===== config.mk =====
export PLATFORM = sky130hd
export DESIGN_NAME = bba_word_scan
export DESIGN_NICKNAME = d
export VERILOG_FILES = /design/src/hdl/bitmap_block_allocator_unit_defines.svh /design/src/hdl/bba_pkg.sv /design/src/hdl/bba_word_scan.sv
export SDC_FILE = /design/constraint.sdc
export NUM_CORES = 1
export LEC_CHECK = 0
export BUFFER_PORTS_ARGS = -buffer_cell sky130_fd_sc_hd__buf_2
export CAP_MARGIN = 20
export CORE_MARGIN = 2
export CORE_UTILIZATION = 55
export DETAILED_ROUTE_END_ITERATION = 16
export PLACE_DENSITY = 0.87
export REMOVE_ABC_BUFFERS = 1
export SYNTH_ARGS = -nofsm -noshare
export SYNTH_HDL_FRONTEND = slang
export SYNTH_SLANG_ARGS = --single-unit

===== constraint.sdc =====
create_clock -name vclk -period 3.3
set_input_delay 0.495 -clock vclk [all_inputs]
set_output_delay 0.495 -clock vclk [all_outputs]
set_load 0.01 [all_outputs]

===== src/hdl/bitmap_block_allocator_unit_defines.svh =====
// assertion macros for the bitmap block allocator
// no dependencies; define NO_ASSERTIONS to compile the checks out
`ifndef BITMAP_BLOCK_ALLOCATOR_UNIT_DEFINES_SVH
`define BITMAP_BLOCK_ALLOCATOR_UNIT_DEFINES_SVH
`ifndef NO_ASSERTIONS
// property must hold at every clock edge out of reset
`define BBA_ASSERT(lbl, clk, rst_n, prop) \
	lbl: assert property (@(posedge clk) disable iff (!rst_n) prop) \
		else $error("bba assertion failed");
// condition must never be true out of reset
`define BBA_NEVER(lbl, clk, rst_n, cond) \
	lbl: assert property (@(posedge clk) disable iff (!rst_n) !(cond)) \
		else $error("bba forbidden condition seen");
`else
`define BBA_ASSERT(lbl, clk, rst_n, prop)
`define BBA_NEVER(lbl, clk, rst_n, cond)
`endif
`endif


===== src/hdl/bba_pkg.sv =====
// shared types and constants of the bitmap block allocator
// no dependencies
package bba_pkg;

	localparam int BLK_W   = 12;
	localparam int INODE_W = 12;
	localparam int DISK_W  = 13;
	localparam int WORD_W  = 32;
	localparam int BIT_W   = 5;
	localparam int PADDR_W = 4;
	localparam int PDATA_W = 32;

	// result status codes
	localparam logic [1:0] ST_DONE        = 2'd0;
	localparam logic [1:0] ST_NOT_MOUNTED = 2'd1;
	localparam logic [1:0] ST_NO_SPACE    = 2'd2;
	localparam logic [1:0] ST_IGNORED     = 2'd3;

	// request modes
	localparam logic MODE_ALLOC = 1'b0;
	localparam logic MODE_FREE  = 1'b1;

	// register indexes (word address paddr[3:2])
	localparam logic [1:0] REG_MOUNTED = 2'd0;
	localparam logic [1:0] REG_INODE   = 2'd1;
	localparam logic [1:0] REG_DISK    = 2'd2;

	localparam logic [DISK_W-1:0] DISK_RESET = 13'd4096;

	typedef struct packed {
		logic               mounted;
		logic [INODE_W-1:0] inode_block_count;
		logic [DISK_W-1:0]  disk_block_count;
	} bba_cfg_t;

	// search window of one map word
	typedef struct packed {
		logic             first;
		logic             last;
		logic [BIT_W-1:0] lo_bit;
		logic [BIT_W-1:0] hi_bit;
	} bba_win_t;

	// first free bit found in a word
	typedef struct packed {
		logic             hit;
		logic [BIT_W-1:0] pos;
	} bba_hit_t;

endpackage


===== src/hdl/bba_word_scan.sv =====
// finds the lowest free block of one map word inside the search window
// depends on bba_pkg
module bba_word_scan import bba_pkg::*; (
	input  logic [WORD_W-1:0] word,
	input  bba_win_t          win,
	output bba_hit_t          res
);

	logic [WORD_W-1:0] lo_mask;
	logic [WORD_W-1:0] hi_mask;
	logic [WORD_W-1:0] avail;
	logic [WORD_W-1:0] lowest;

	// window masks on the first and last word of the range
	assign lo_mask = win.first ? ({WORD_W{1'b1}} << win.lo_bit) : {WORD_W{1'b1}};
	assign hi_mask = win.last ? ({WORD_W{1'b1}} >> (BIT_W'(WORD_W - 1) - win.hi_bit))
		: {WORD_W{1'b1}};
	assign avail  = ~word & lo_mask & hi_mask;
	// isolate the lowest set bit
	assign lowest = avail & (~avail + WORD_W'(1));

	// one-hot to binary
	always_comb begin
		res.hit = |avail;
		res.pos = '0;
		for (int k = 0; k < WORD_W; k++) begin
			for (int j = 0; j < BIT_W; j++) begin
				if (lowest[k] && k[j]) begin
					res.pos[j] = 1'b1;
				end
			end
		end
	end

endmodule


==> out/metrics.yaml <==
setup_viol: 0
ant_nets: 0
status: "completed"
worstHoldStart: "word[10]"
vias: 2294
multi_input_area_um2: 1555
dieWidth_um: 57.98
final-seq-area_um2: 0
synth_compound_area_share_pct: 55.66
drtPass1Iterations: 6
nNetsFinal: 323
endpoint_kind: "primary output"
yosysUniqueCellTypes: 77
synthXorXnorAreaFrac_pct: 0
fin_tns_setup_ps: 0
synth_warnings: 0
grt_pass1_vias: 1918
synth_area_per_cell_um2: 6.999
grt_max_degree: 19
hold_class: "in -> out"
synthesis.area_um2: 1603
cap_violations: 0
worstMarginPinSlew_ps: 581.4
grt_pass1_wl_um: 8873
yosys.area_share.simple_pct: 35.13
peakVddDrop_mv: 0.1280
layout_commonest_cell: "buf_2"
vias_per_cell: 7.448
dieArea_um2: 3362
post-route-period-util_pct: 97.56
drc: 0
ys_seq_area_share_pct: 0
nClkBuffers: 0
grt.overflow.total: 0
slew_headroom_pct: 60.73
stdcell_area_um2: 2006
hold_depth: 6
min_to: "res[0]"
post-route-min-period_ps: 3220
synth.area.top_cells: "a21oi_1, a221oi_1, nand2_1, o21ai_0, o211ai_1"
ctsHoldBuffers: 0
antenna_found_initial: 0
crit_start: "win[1]"
cp_max_fo: 12
num_rows: 19
seq_cell_count: 0
nFillCells: 228
drive_above_1_share_pct: 37.55
startpoint_type: "input pin"
num_antenna_cells: 0
whs_ps: 1523
num_io_pins: 50
die_h_um: 57.98
synthCells: 229
start_util_pct: 58.12
dpl_cell_area_um2: 1853
wl_per_cell_um: 19.90
wl_um: 6130
drv_slew: 0
synth_top_family_by_area: "compound AO/OA/AOI/OAI gates"
yosys.area_share.adder_pct: 0
max_freq_mhz: 310.6
final_cell_mix: "buf_2, nand2_1, a21oi_1, buf_4, o21ai_0"
p_per_area_nw_per_um2: 151.5
synth_top_area_cell: "a21oi_1"
drtIter0Drc: 284
crit_type: "in -> out"
crit_arrival_ps: 2720
hold_viol: 0
muxShareOfSynthArea_pct: 0
synth_top_area_share_pct: 5.933
io_buffers: 50
gp_congestion: 0.9901
track_usage_pct: 32.67
hpwl_um: 4317
p_leak_nw: 0.8107
placeableCoreArea_um2: 2758
crit_required_ps: 2800
area_growth_pct: 25.14
-- worst max path at each step --
stage | cells after the start | endpoint
CTS | 11 | res[3]
detailed placement | 11 | res[3]
finish | 10 | res[5]
floorplan | 7 | res[5]
global route | 11 | res[3]
global placement | 11 | res[3]
-- critical path: stages --
cell and delay (ps):
buf_2 190, buf_4 180, nor2_2 230, a221oi_2 130, o21ai_1 270, nand2_1 150, nor3_4 240, nand2_2 130
or4b_1 550, buf_2 160
-- layout make-up --
class	instances	share of cell area (%)
well taps	31	1.934
inverters	5	0.9357
multi-input cells	205	77.54
repair buffers	67	19.59
-- layer usage --
layer / share of wire [%] / GRT usage [%] / vias to the layer above
met5: 0 / 0 / -
met2: 46 / 54.87 / 216
li1: - / - / 1017
met1: 37 / 45.15 / 1032
met3: 13 / 2.902 / 29
met4: 3.5 / 7.641 / 0
-- synthesized netlist by cell type (all sizes together), types with 4 or more instances --
cell type	n
nand4	4
o31ai	4
a31oi	5
inv	5
or3	4
a21boi	5
o211ai	9
o21a	5
a21o	7
nand2	21
nor3	4
a21oi	21
buf	18
a211o	4
o21ai	21
a221oi	12
a2111oi	4
nor2	13
nand3	10
nand2b	4
and2	5
-- kinds of logic (layout without fill, tap and decap cells) --
logic type	after synthesis	after routing
AOI/OAI and AO/OA	116	116
and+or+nand+nor	89	89
buffers and inverters	24	72
-- repair_timing --
action | 4_1_cts | 5_1_grt
buffers inserted | 0 | 5
pin swaps | 0 | 6
endpoints found under the setup margin | 1 | 5
resized for setup | 1 | 23
-- where the power goes --
group / switching (mW) / internal, mW / total, mW
sequential: 0 / 0 / 0
combinational: 0.182 / 0.122 / 0.304
clock: 0 / 0 / 0
-- per-stage QoR --
stage / setup WS, ps / util (%) / cells / power [mW]
after floorplan: 536.4 / - / 210 / 0.1565
after global placement: 19.21 / 67.20 / 303 / 0.2604
after detailed placement: -1.482 / 67.20 / 303 / 0.2648
after CTS: 19.71 / 67.42 / 303 / 0.2666
after global routing: -45.18 / 72.73 / 308 / 0.3233
final: 80.48 / 72.73 / 308 / 0.3038
(Power assumes the default switching activity.)
