## src/hdl/bitmap_block_allocator_unit_defines.svh

```systemverilog
// assertion macros for the bitmap block allocator
// no dependencies; define NO_ASSERTIONS to compile the checks out
`ifndef BITMAP_BLOCK_ALLOCATOR_UNIT_DEFINES_SVH
`define BITMAP_BLOCK_ALLOCATOR_UNIT_DEFINES_SVH
`ifndef NO_ASSERTIONS
// property must hold at every clock edge out of reset
`define BBA_ASSERT(lbl, clk, rst_n, prop) \
	lbl: assert property (@(posedge clk) disable iff (!rst_n) prop) \
		else $error("bba assertion failed");
// condition must never be true out of reset
`define BBA_NEVER(lbl, clk, rst_n, cond) \
	lbl: assert property (@(posedge clk) disable iff (!rst_n) !(cond)) \
		else $error("bba forbidden condition seen");
`else
`define BBA_ASSERT(lbl, clk, rst_n, prop)
`define BBA_NEVER(lbl, clk, rst_n, cond)
`endif
`endif

```

## src/hdl/bba_pkg.sv

```systemverilog
// shared types and constants of the bitmap block allocator
// no dependencies
package bba_pkg;

	localparam int BLK_W   = 12;
	localparam int INODE_W = 12;
	localparam int DISK_W  = 13;
	localparam int WORD_W  = 32;
	localparam int BIT_W   = 5;
	localparam int PADDR_W = 4;
	localparam int PDATA_W = 32;

	// result status codes
	localparam logic [1:0] ST_DONE        = 2'd0;
	localparam logic [1:0] ST_NOT_MOUNTED = 2'd1;
	localparam logic [1:0] ST_NO_SPACE    = 2'd2;
	localparam logic [1:0] ST_IGNORED     = 2'd3;

	// request modes
	localparam logic MODE_ALLOC = 1'b0;
	localparam logic MODE_FREE  = 1'b1;

	// register indexes (word address paddr[3:2])
	localparam logic [1:0] REG_MOUNTED = 2'd0;
	localparam logic [1:0] REG_INODE   = 2'd1;
	localparam logic [1:0] REG_DISK    = 2'd2;

	localparam logic [DISK_W-1:0] DISK_RESET = 13'd4096;

	typedef struct packed {
		logic               mounted;
		logic [INODE_W-1:0] inode_block_count;
		logic [DISK_W-1:0]  disk_block_count;
	} bba_cfg_t;

	// search window of one map word
	typedef struct packed {
		logic             first;
		logic             last;
		logic [BIT_W-1:0] lo_bit;
		logic [BIT_W-1:0] hi_bit;
	} bba_win_t;

	// first free bit found in a word
	typedef struct packed {
		logic             hit;
		logic [BIT_W-1:0] pos;
	} bba_hit_t;

endpackage

```

## src/hdl/bba_cfg_regs.sv

```systemverilog
// apb configuration registers: mounted, inode block count, disk block count
// depends on bba_pkg
module bba_cfg_regs import bba_pkg::*; (
	input  logic               clk,
	input  logic               arst_n,
	input  logic               psel,
	input  logic               penable,
	input  logic               pwrite,
	input  logic [PADDR_W-1:0] paddr,
	input  logic [PDATA_W-1:0] pwdata,
	output logic [PDATA_W-1:0] prdata,
	output logic               pready,
	output bba_cfg_t           cfg
);

	bba_cfg_t cfg_q;
	logic     wr_en;

	assign pready = 1'b1;
	assign wr_en  = psel && penable && pwrite;
	assign cfg    = cfg_q;

	// register writes in the access phase
	always_ff @(posedge clk or negedge arst_n) begin
		if (!arst_n) begin
			cfg_q.mounted           <= 1'b0;
			cfg_q.inode_block_count <= '0;
			cfg_q.disk_block_count  <= DISK_RESET;
		end else if (wr_en) begin
			case (paddr[3:2])
				REG_MOUNTED: cfg_q.mounted           <= pwdata[0];
				REG_INODE:   cfg_q.inode_block_count <= pwdata[INODE_W-1:0];
				REG_DISK:    cfg_q.disk_block_count  <= pwdata[DISK_W-1:0];
				default: ;
			endcase
		end
	end

	// read back
	always_comb begin
		case (paddr[3:2])
			REG_MOUNTED: prdata = PDATA_W'(cfg_q.mounted);
			REG_INODE:   prdata = PDATA_W'(cfg_q.inode_block_count);
			REG_DISK:    prdata = PDATA_W'(cfg_q.disk_block_count);
			default:     prdata = '0;
		endcase
	end

endmodule

```

## config.mk

```make
export PLATFORM = sky130hd
export DESIGN_NAME = bba_cfg_regs
export DESIGN_NICKNAME = d
export VERILOG_FILES = /design/src/hdl/bitmap_block_allocator_unit_defines.svh /design/src/hdl/bba_pkg.sv /design/src/hdl/bba_cfg_regs.sv
export SDC_FILE = /design/constraint.sdc
export NUM_CORES = 1
export LEC_CHECK = 0
export ABC_AREA = 1
export BUFFER_PORTS_ARGS = -buffer_cell sky130_fd_sc_hd__buf_2
export CORE_MARGIN = 3
export CORE_UTILIZATION = 40
export CTS_CLUSTER_DIAMETER = 50
export DETAILED_ROUTE_END_ITERATION = 8
export HOLD_SLACK_MARGIN = 0.06
export MAX_ROUTING_LAYER = met4
export PLACE_DENSITY = 0.81
export SLEW_MARGIN = 0
export SYNTH_ARGS = -nofsm -noshare
export SYNTH_HDL_FRONTEND = slang
export SYNTH_SLANG_ARGS = --single-unit
export TNS_END_PERCENT = 30
```

## constraint.sdc

```tcl
create_clock -name clk -period 0.8 [get_ports clk]
set_input_delay 0.04 -clock clk [delete_from_list [all_inputs] [get_ports clk]]
set_output_delay 0.04 -clock clk [all_outputs]
set_load 0.03 [all_outputs]
```

==> summary.txt <==
Clocking
  – Latest clock arrival within the worst-skew pair: 0.31 ns
  – H-tree depth: 1
  – CTS Buf Count: 3
  – Clk sink count: 26
  – Reg clk slew, reported paths: 0.13 ns
  – CTS root buffer: clkbuf_4
  – CTS Buffer Depth: 2
  – CTS tree: yes

Finish
  – Max FFs per register: 26
  – Finished Layout Cells: 333
  – Share of layout cells above drive strength 1: 40.48%
  – Layout Area Growth over Synthesis: 71.30%
  – Reg area: 658.1 µm²
  – Final Util: 74.72%
  – Footprint of the multi-input gates: 598.1 µm²
  – Final #Nets: 331
  – Fillers: 252
  – ANT cells: 0
  – Final Instance Area: 0.002375 mm²

Placed design
  – Hpwl dp: 2433 µm
  – Inst Count DP: 292
  – Post-DP Area: 0.001737 mm²
  – Port-buffer cells: 58
  – Placer Congestion: 0.8351

Synth
  – Fraction of registers with async set/reset: 100.0%
  – Synth top area cells: dfrtp_1, nand2_1, buf_4
  – Synth Area in Compound Gates: 0%
  – Netlist Area Pre-Place: 0.001386 mm²
  – Commonest cells post-synth: nand2_1, dfrtp_1, buf_4
  – Main combinational cell family by area after synthesis: simple AND/OR/NAND/NOR gates
  – Synth Flop Type: dfrtp_1
  – Xor-xnor portion of the synthesized cell area: 0%
  – Post-synthesis adder-cell area fraction: 0%
  – Mux cell area share after synthesis: 0%
  – Top cell type by total area after synthesis: dfrtp_1
  – Post-synthesis average cell area: 7.414 µm²
  – Number of synthesized flops with an enable pin: 0
  – #FFs+latches synth: 26
  – Synth cell types: 14
  – Simple-gate share of the synthesized area: 36.28%
  – Synth top area share: 45.13%
  – Register area share after synthesis: 47.02%
  – Yosys Warn Count: 0
  – Count leader, synth: nand2_1
  – Syn Inst Count: 187

Detailed routing
  – Wire length per cell: 11.79 µm
  – 1st-iter DRT viols: 55
  – Final wirelength: 3926 µm
  – DRC: 0
  – Number of nets with antenna violations after routing: 0
  – Vias per cell: 4.255
  – Detailed-route via count: 1417
  – First-pass DRT Iterations: 4

Global routing
  – Largest net degree at the start of global routing: 27
  – Initial antenna violation count: 0
  – First-pass GRT wire length: 6223 µm
  – Overall routing resource usage: 19.63%
  – Vias in the first global route: 1320
  – Congestion Overflow GR: 0

Power
  – Maximum vdd drop: 0.001274 V
  – Leakage power: 1.352 nW
  – Tot Pwr: 5.380 mW
  – Pwr dens: 2265 mW/mm²

Floorplanning
  – Die area: 0.004208 mm²
  – I/O pins: 100
  – Row count: 20
  – Initial Util: 43.62%
  – Die Span Y: 64.87 µm
  – Core area: 0.003178 mm²
  – Width of the die: 64.87 µm

STA
  – Total negative slack: -8.791 ns
  – Final setup violating endpoints: 39
  – Fin. max-slew vios: 0
  – Fin crit share: 147.7%
  – Post-Route Skew: 0 ns
  – Max frequency: 0.8462 GHz
  – Crit path time final: 1.182 ns
  – Unrepaired setup endpoints after global routing: yes
  – Min setup slack post-route: -0.3818 ns
  – Final Hold Viols: 0

Outcome
  – Status: finished, violations left
  – Failing checks: setup timing

Hold path
  – Min-Delay Path Class: in -> reg

Worst setup path
  – CP endpoint kind: output pin
  – Setup CP Type: reg -> out
  – Worst EP arrival: 1.14 ns
  – Crit-path max FO: 3
  – CP Launch Type: flip-flop
  – Worst Path Required: 0.76 ns

Run
  – MaxCap Viol Count: 0
==> critical path: stages (launching register included) <==
cell and delay [ns]:
dfstp_2 0.57, inv_2 0.04, nor2_4 0.09, buf_6 0.14
==> final timing paths <==
path	endpoint	cells after the start	from	slack, ns
max in group asynchronous	cfg[12]	3	arst_n	0.39
min in group asynchronous	cfg[10]	3	arst_n	0.18
max reg2reg	cfg[11]	3	cfg[11]	0.02
min	cfg[25]	4	paddr[2]	0.07
max	prdata[12]	3	cfg[12]	-0.38
min reg2reg	cfg[12]	2	cfg[12]	0.48
==> kinds of logic (layout without fill, tap and decap cells) <==
family                 count (synthesis)  in the layout
buffers and inverters                 32            116
flip-flops                            26             26
other                                  2             20
AND/OR/NAND/NOR                      127            127
==> layer usage <==
layer	GRT usage, %	routed length, µm	vias to the layer above
li1	-	-	721
met1	22.20	1595	643
met2	36.91	2130	48
met3	2.426	175	5
met4	3.958	24	0
met5	-	0	-
==> area by class of cell <==
class                   instances  share of cell area (%)
flip-flops and latches         26                   27.71
inverters                       6                  0.9484
clock buffers                   3                  0.9484
clock inverters                 1                   1.264
well taps                      44                   2.318
repair buffers                106                   41.62
multi-input cells             147                   25.18
==> where the power goes <==
group          internal, mW  switching [mW]
sequential             1.60           0.254
combinational          1.23            1.42
clock                 0.506           0.375
==> metrics by stage <==
stage	setup WS [ns]	hold slack [ns]
6_report	-0.3818	0.06741
5_1_grt	-0.4320	0.08677
4_1_cts	-0.3666	0.05591
3_5_place_dp	-0.1008	-0.008425
3_3_place_gp	-0.04533	-0.009956
2_1_floorplan	-0.09711	-0.2556
==> placed cells by master (no fill, tap or decap), drive strengths merged <==
master / instances
bufinv: 1
dlygate4sd3: 14
clkbuf: 3
inv: 6
nor2: 5
dfrtp: 25
conb: 20
buf: 92
nand3: 3
dfstp: 1
nand2: 119
==> timing repair <==
| action | CTS | global route |
|---|---|---|
| setup endpoints to repair | 39 | 41 |
| gates resized for setup | 78 | 8 |
| gates cloned | 0 | 0 |
| pin swaps | 24 | 10 |
| hold endpoints to repair | 52 | 0 |
| buffers inserted | 7 | 16 |
| hold buffers | 14 | 0 |
No activity file was read; power rests on OpenSTA's default activity.
