File: src/hdl/bitmap_block_allocator_unit_defines.svh
// assertion macros for the bitmap block allocator
// no dependencies; define NO_ASSERTIONS to compile the checks out
`ifndef BITMAP_BLOCK_ALLOCATOR_UNIT_DEFINES_SVH
`define BITMAP_BLOCK_ALLOCATOR_UNIT_DEFINES_SVH
`ifndef NO_ASSERTIONS
// property must hold at every clock edge out of reset
`define BBA_ASSERT(lbl, clk, rst_n, prop) \
	lbl: assert property (@(posedge clk) disable iff (!rst_n) prop) \
		else $error("bba assertion failed");
// condition must never be true out of reset
`define BBA_NEVER(lbl, clk, rst_n, cond) \
	lbl: assert property (@(posedge clk) disable iff (!rst_n) !(cond)) \
		else $error("bba forbidden condition seen");
`else
`define BBA_ASSERT(lbl, clk, rst_n, prop)
`define BBA_NEVER(lbl, clk, rst_n, cond)
`endif
`endif

File: src/hdl/bba_pkg.sv
// shared types and constants of the bitmap block allocator
// no dependencies
package bba_pkg;

	localparam int BLK_W   = 12;
	localparam int INODE_W = 12;
	localparam int DISK_W  = 13;
	localparam int WORD_W  = 32;
	localparam int BIT_W   = 5;
	localparam int PADDR_W = 4;
	localparam int PDATA_W = 32;

	// result status codes
	localparam logic [1:0] ST_DONE        = 2'd0;
	localparam logic [1:0] ST_NOT_MOUNTED = 2'd1;
	localparam logic [1:0] ST_NO_SPACE    = 2'd2;
	localparam logic [1:0] ST_IGNORED     = 2'd3;

	// request modes
	localparam logic MODE_ALLOC = 1'b0;
	localparam logic MODE_FREE  = 1'b1;

	// register indexes (word address paddr[3:2])
	localparam logic [1:0] REG_MOUNTED = 2'd0;
	localparam logic [1:0] REG_INODE   = 2'd1;
	localparam logic [1:0] REG_DISK    = 2'd2;

	localparam logic [DISK_W-1:0] DISK_RESET = 13'd4096;

	typedef struct packed {
		logic               mounted;
		logic [INODE_W-1:0] inode_block_count;
		logic [DISK_W-1:0]  disk_block_count;
	} bba_cfg_t;

	// search window of one map word
	typedef struct packed {
		logic             first;
		logic             last;
		logic [BIT_W-1:0] lo_bit;
		logic [BIT_W-1:0] hi_bit;
	} bba_win_t;

	// first free bit found in a word
	typedef struct packed {
		logic             hit;
		logic [BIT_W-1:0] pos;
	} bba_hit_t;

endpackage

File: src/hdl/bba_map_ram.sv
// used-map memory: one write port, one read port, registered read data
// depends on bba_pkg
module bba_map_ram import bba_pkg::*; #(
	parameter int WORDS = 128,
	parameter int AW    = 7
) (
	input  logic              clk,
	input  logic              we,
	input  logic [AW-1:0]     waddr,
	input  logic [WORD_W-1:0] wdata,
	input  logic              re,
	input  logic [AW-1:0]     raddr,
	output logic [WORD_W-1:0] rdata
);

	logic [WORD_W-1:0] mem [WORDS];

	// storage array
	always_ff @(posedge clk) begin
		if (we) begin
			mem[waddr] <= wdata;
		end
		if (re) begin
			rdata <= mem[raddr];
		end
	end

endmodule

File: config.mk
export PLATFORM = sky130hd
export DESIGN_NAME = bba_map_ram
export DESIGN_NICKNAME = d
export VERILOG_FILES = /design/src/hdl/bitmap_block_allocator_unit_defines.svh /design/src/hdl/bba_pkg.sv /design/src/hdl/bba_map_ram.sv
export SDC_FILE = /design/constraint.sdc
export NUM_CORES = 2
export LEC_CHECK = 0
export BUFFER_PORTS_ARGS = -buffer_cell sky130_fd_sc_hd__clkbuf_2
export CAP_MARGIN = 40
export CORE_ASPECT_RATIO = 0.7
export CORE_UTILIZATION = 35
export CTS_CLUSTER_SIZE = 12
export DETAILED_ROUTE_END_ITERATION = 10
export HOLD_SLACK_MARGIN = 0.15
export PLACE_DENSITY = 0.48
export SETUP_SLACK_MARGIN = 0.3
export SKIP_LAST_GASP = 1
export SYNTH_ARGS = -nofsm -noshare
export SYNTH_HDL_FRONTEND = slang
export SYNTH_SLANG_ARGS = --single-unit
File: constraint.sdc
create_clock -name clk -period 6.1 [get_ports clk]
set_input_delay 0.61 -clock clk [delete_from_list [all_inputs] [get_ports clk]]
set_output_delay 0.61 -clock clk [all_outputs]
set_load 0.02 [all_outputs]
==> metrics.txt <==
# TYPE chip_impl_metric gauge
chip_impl_metric{name="total_leakage_power",unit="uW"} 0.0542
chip_impl_metric{name="grt_overflow_total",unit=""} 0
chip_impl_metric{name="grt_start_max_net_pins",unit=""} 83
chip_impl_info{name="ys_top_cells_by_area",value="sky130_fd_sc_hd__edfxtp_1 (79%), sky130_fd_sc_hd__mux4_2 (19%), sky130_fd_sc_hd__clkbuf_1 (0.44%), sky130_fd_sc_hd__nor2_1 (0.29%), sky130_fd_sc_hd__buf_2 (0.25%)"} 1
chip_impl_metric{name="dieHeight",unit="microns"} 562
chip_impl_metric{name="drt-total-wl",unit="mm"} 464
chip_impl_info{name="startpoint_type",value="primary input"} 1
chip_impl_info{name="clock_tree.root_cell",value="sky130_fd_sc_hd__clkbuf_16"} 1
chip_impl_metric{name="area_delta_synth_final",unit="%"} 14.9
chip_impl_metric{name="cts_sinks",unit=""} 4128
chip_impl_metric{name="mappedNetlistNets",unit=""} 6039
chip_impl_metric{name="achievable-frequency",unit="MHz"} 290
chip_impl_metric{name="antenna_violations_before_repair",unit=""} 99
chip_impl_metric{name="finClkSkew",unit="ns"} 0.0515
chip_impl_metric{name="max_slew_margin",unit="%"} 31.5
chip_impl_metric{name="detail_route.iter0.violations",unit=""} 8849
chip_impl_metric{name="dpl_cell_area",unit="sq um"} 168000
chip_impl_info{name="crit_top_cell",value="sky130_fd_sc_hd__mux4_2"} 1
chip_impl_metric{name="netlist-cell-type-count",unit=""} 16
chip_impl_info{name="cp_cell_sequence",value="buf_12 > buf_12 > buf_4 > mux4_2 > mux4_2 > mux4_2 > mux2_2"} 1
chip_impl_metric{name="post_drt_via_cell_ratio",unit=""} 5.57
chip_impl_metric{name="setup_ws",unit="ns"} 2.66
chip_impl_metric{name="worst_pin_slew",unit="ns"} 1.03
chip_impl_metric{name="fin_crit_sh",unit="%"} 56.5
chip_impl_info{name="status",value="finished, final reports clean"} 1
chip_impl_metric{name="cts_max_level",unit=""} 5
chip_impl_metric{name="layout_min_cycle_time",unit="ns"} 3.44
chip_impl_metric{name="dp_slack",unit="ns"} 1.61
chip_impl_metric{name="cts-buffers-inserted",unit=""} 407
chip_impl_info{name="setup.worst_path.end_class",value="flop"} 1
chip_impl_metric{name="worstSkewPairLatency",unit="ns"} 1.03
chip_impl_metric{name="drt_pass_1_iters",unit=""} 5
chip_impl_metric{name="worstPathRequired",unit="ns"} 6.85
chip_impl_metric{name="critical_path.n_buffers_inverters",unit=""} 3
chip_impl_info{name="rsz0062_at_grt",value="false"} 1
chip_impl_metric{name="finish.net_count",unit=""} 6574
chip_impl_metric{name="synth.cell_area",unit="sq um"} 157000
chip_impl_metric{name="grt_pass1_wl",unit="mm"} 628
chip_impl_info{name="hp-class",value="primary input to flop"} 1
chip_impl_metric{name="max-vdd-ir-drop",unit="mV"} 0.236
chip_impl_metric{name="ys.warnings.count",unit=""} 0
chip_impl_metric{name="drv.max_cap_violation_count",unit=""} 0
chip_impl_metric{name="dieArea",unit="sq um"} 450000
chip_impl_info{name="slowest_stage",value="sky130_fd_sc_hd__mux4_2"} 1
chip_impl_metric{name="cellPowerDensity",unit="nW/um^2"} 321
chip_impl_metric{name="synth_seq_area_share",unit="%"} 79.2
chip_impl_metric{name="dpl.hpwl",unit="mm"} 273
chip_impl_metric{name="antenna_violating_nets_post_route",unit=""} 0
chip_impl_metric{name="fin_cells",unit=""} 12710
chip_impl_metric{name="routed-via-count",unit=""} 70773
chip_impl_metric{name="numPortBuffers",unit=""} 80
chip_impl_metric{name="finalSetupViolCount",unit=""} 0
chip_impl_metric{name="place_inst",unit=""} 11986
chip_impl_metric{name="setup_tns",unit="ns"} 0
chip_impl_metric{name="gpl.final_weighted_congestion",unit=""} 0.785
chip_impl_info{name="tritoncts",value="yes"} 1
chip_impl_metric{name="placeable_core_area",unit="sq um"} 446000
chip_impl_info{name="critical-path-top-delay-family",value="multiplexers"} 1
chip_impl_info{name="critical_path_class",value="primary input to flop"} 1
chip_impl_metric{name="clk_path_buf_depth",unit=""} 4
chip_impl_metric{name="synth_area_per_cell",unit="sq um"} 26.1
chip_impl_metric{name="ys_seq_elements",unit=""} 4128
chip_impl_metric{name="die_x",unit="microns"} 801
chip_impl_metric{name="drcViolationCount",unit=""} 0
chip_impl_metric{name="grt_util_all_layers",unit="%"} 20.3
chip_impl_metric{name="final_max_slew_viol_count",unit=""} 0
chip_impl_metric{name="synth_cells",unit=""} 5990
chip_impl_metric{name="critical_path.max_fanout",unit=""} 59
chip_impl_metric{name="fillCellCount",unit=""} 38307
chip_impl_metric{name="post_route_cells_drive_above_1_share",unit="%"} 35.4
chip_impl_metric{name="grt_pass1_vias",unit=""} 72488
chip_impl_metric{name="std_cell_rows",unit=""} 205
chip_impl_metric{name="crit_arrival",unit="ns"} 4.20
chip_impl_metric{name="path_clk_slew",unit="ns"} 0.06
chip_impl_info{name="synth_top_cell_by_area",value="sky130_fd_sc_hd__edfxtp_1"} 1
chip_impl_metric{name="post_cts_resize_count",unit=""} 0
chip_impl_metric{name="ios",unit=""} 81
chip_impl_metric{name="report.final.hold_viol_count",unit=""} 0
chip_impl_metric{name="initial_core_util",unit="%"} 35.1
chip_impl_metric{name="worst_path_largest_cell_delay",unit="ns"} 0.57
chip_impl_metric{name="synth_top_area_share",unit="%"} 79.2
chip_impl_metric{name="totalPowerFinal",unit="uW"} 57800
chip_impl_metric{name="final_cell_area",unit="sq um"} 180000
chip_impl_metric{name="routed_wire_length_per_instance",unit="microns"} 36.5
==> state kept, by name (all words and copies together) (netlist names) <==
name,count
mem,4096
rdata,32
==> per-layer routing <==
metal  vias to the layer above  routed length, microns  part of all wire (%)  track usage, %
li1                      27532                       -                     -               -
met1                     39735                  199000                    43            28.9
met2                      2842                  201000                    43            29.4
met3                       588                   51700                    11            8.11
met4                        76                   11300                   2.4            5.00
met5                         -                     489                  0.11               0
==> report_power, final <==
group / leakage (uW) / total, uW / internal [uW] / switching [uW]
Sequential: 0.0371 / 31400 / 31400 / 89.9
Clock: 0.00561 / 23000 / 12400 / 10600
Combinational: 0.0115 / 3340 / 1200 / 2140
Total: 0.0542 / 57800 / 45000 / 12800
==> synthesized netlist by cell type, drive strengths merged <==
master  count
nor2      122
clkbuf    182
buf       134
nand3      12
nand2      14
mux4     1344
nand2b      2
mux2       32
nand4       3
nor3        9
or3         1
edfxtp   4128
nor2b       7
==> cell usage in the layout, fill, tap and decap left out, types with 5 or more instances in the layout <==
| cell | synthesis | final |
|---|---|---|
| sky130_fd_sc_hd__edfxtp_1 | 4128 | 4128 |
| sky130_fd_sc_hd__mux4_2 | 1344 | 1344 |
| sky130_fd_sc_hd__clkbuf_16 | 0 | 414 |
| sky130_fd_sc_hd__buf_4 | 3 | 288 |
| sky130_fd_sc_hd__nor2_4 | 0 | 119 |
| sky130_fd_sc_hd__clkbuf_1 | 182 | 110 |
| sky130_fd_sc_hd__diode_2 | 0 | 71 |
| sky130_fd_sc_hd__buf_12 | 0 | 61 |
| sky130_fd_sc_hd__clkinv_1 | 0 | 55 |
| sky130_fd_sc_hd__clkbuf_2 | 0 | 42 |
| sky130_fd_sc_hd__mux2_2 | 32 | 32 |
| sky130_fd_sc_hd__dlygate4sd3_1 | 0 | 23 |
| sky130_fd_sc_hd__buf_16 | 0 | 20 |
| sky130_fd_sc_hd__clkinv_2 | 0 | 17 |
| sky130_fd_sc_hd__nand2_1 | 14 | 11 |
| sky130_fd_sc_hd__nor3_2 | 0 | 9 |
| sky130_fd_sc_hd__nand3_1 | 12 | 8 |
| sky130_fd_sc_hd__clkinv_8 | 0 | 8 |
| sky130_fd_sc_hd__nor2b_1 | 7 | 7 |
| sky130_fd_sc_hd__buf_8 | 0 | 6 |
| sky130_fd_sc_hd__clkinv_16 | 0 | 5 |
==> worst reg2reg max path: cells and delay by family, from the launching register on <==
kind,cells,cell delay (ns)
mux,4,2.23
flops,1,0.37
==> repair_timing <==
item	4_1_cts	5_1_grt
hold buffers	20	3
hold endpoints to repair	414	22
setup buffers	0	0
==> final timing paths <==
path              slack, ns  depth (start not counted)      endpoint  startpoint
hold / removal         0.21                          1  mem[116][25]   wdata[25]
hold reg to reg        1.21                          4      rdata[6]  mem[24][6]
setup / recovery       2.66                          7     rdata[25]    raddr[0]
setup reg to reg       3.24                          4      rdata[8]  mem[64][8]
==> metrics by stage <==
step / hold WS, ns / util [%]
after floorplan: 0.709 / -
after global placement: 0.894 / 37.5
after detailed placement: 0.891 / 37.6
after CTS: 0.150 / 40.3
after global routing: 0.177 / 40.3
final: 0.212 / 40.4
==> cells by family (layout without fill, tap and decap cells) <==
| logic type | Yosys count | in the layout | synth area share, % |
|---|---|---|---|
| flops | 4128 | 4128 | 79.2 |
| mux | 1376 | 1376 | 19.6 |
| buf+inv | 316 | 1066 | 0.837 |
| simple gates | 170 | 170 | 0.445 |
| other cells | 0 | 71 | 0 |
==> cell type report <==
type	count	area (sq um)	share of cell area [%]
clock buffers	524	10800	5.99
well taps	5899	7380	4.10
multi-input cells	1546	32300	18.0
clock inverters	100	811	0.451
flip-flops and latches	4128	124000	68.9
repair buffers	442	4490	2.49
diodes	71	178	0.0988
Note: power is estimated with default switching activity, not from simulation.
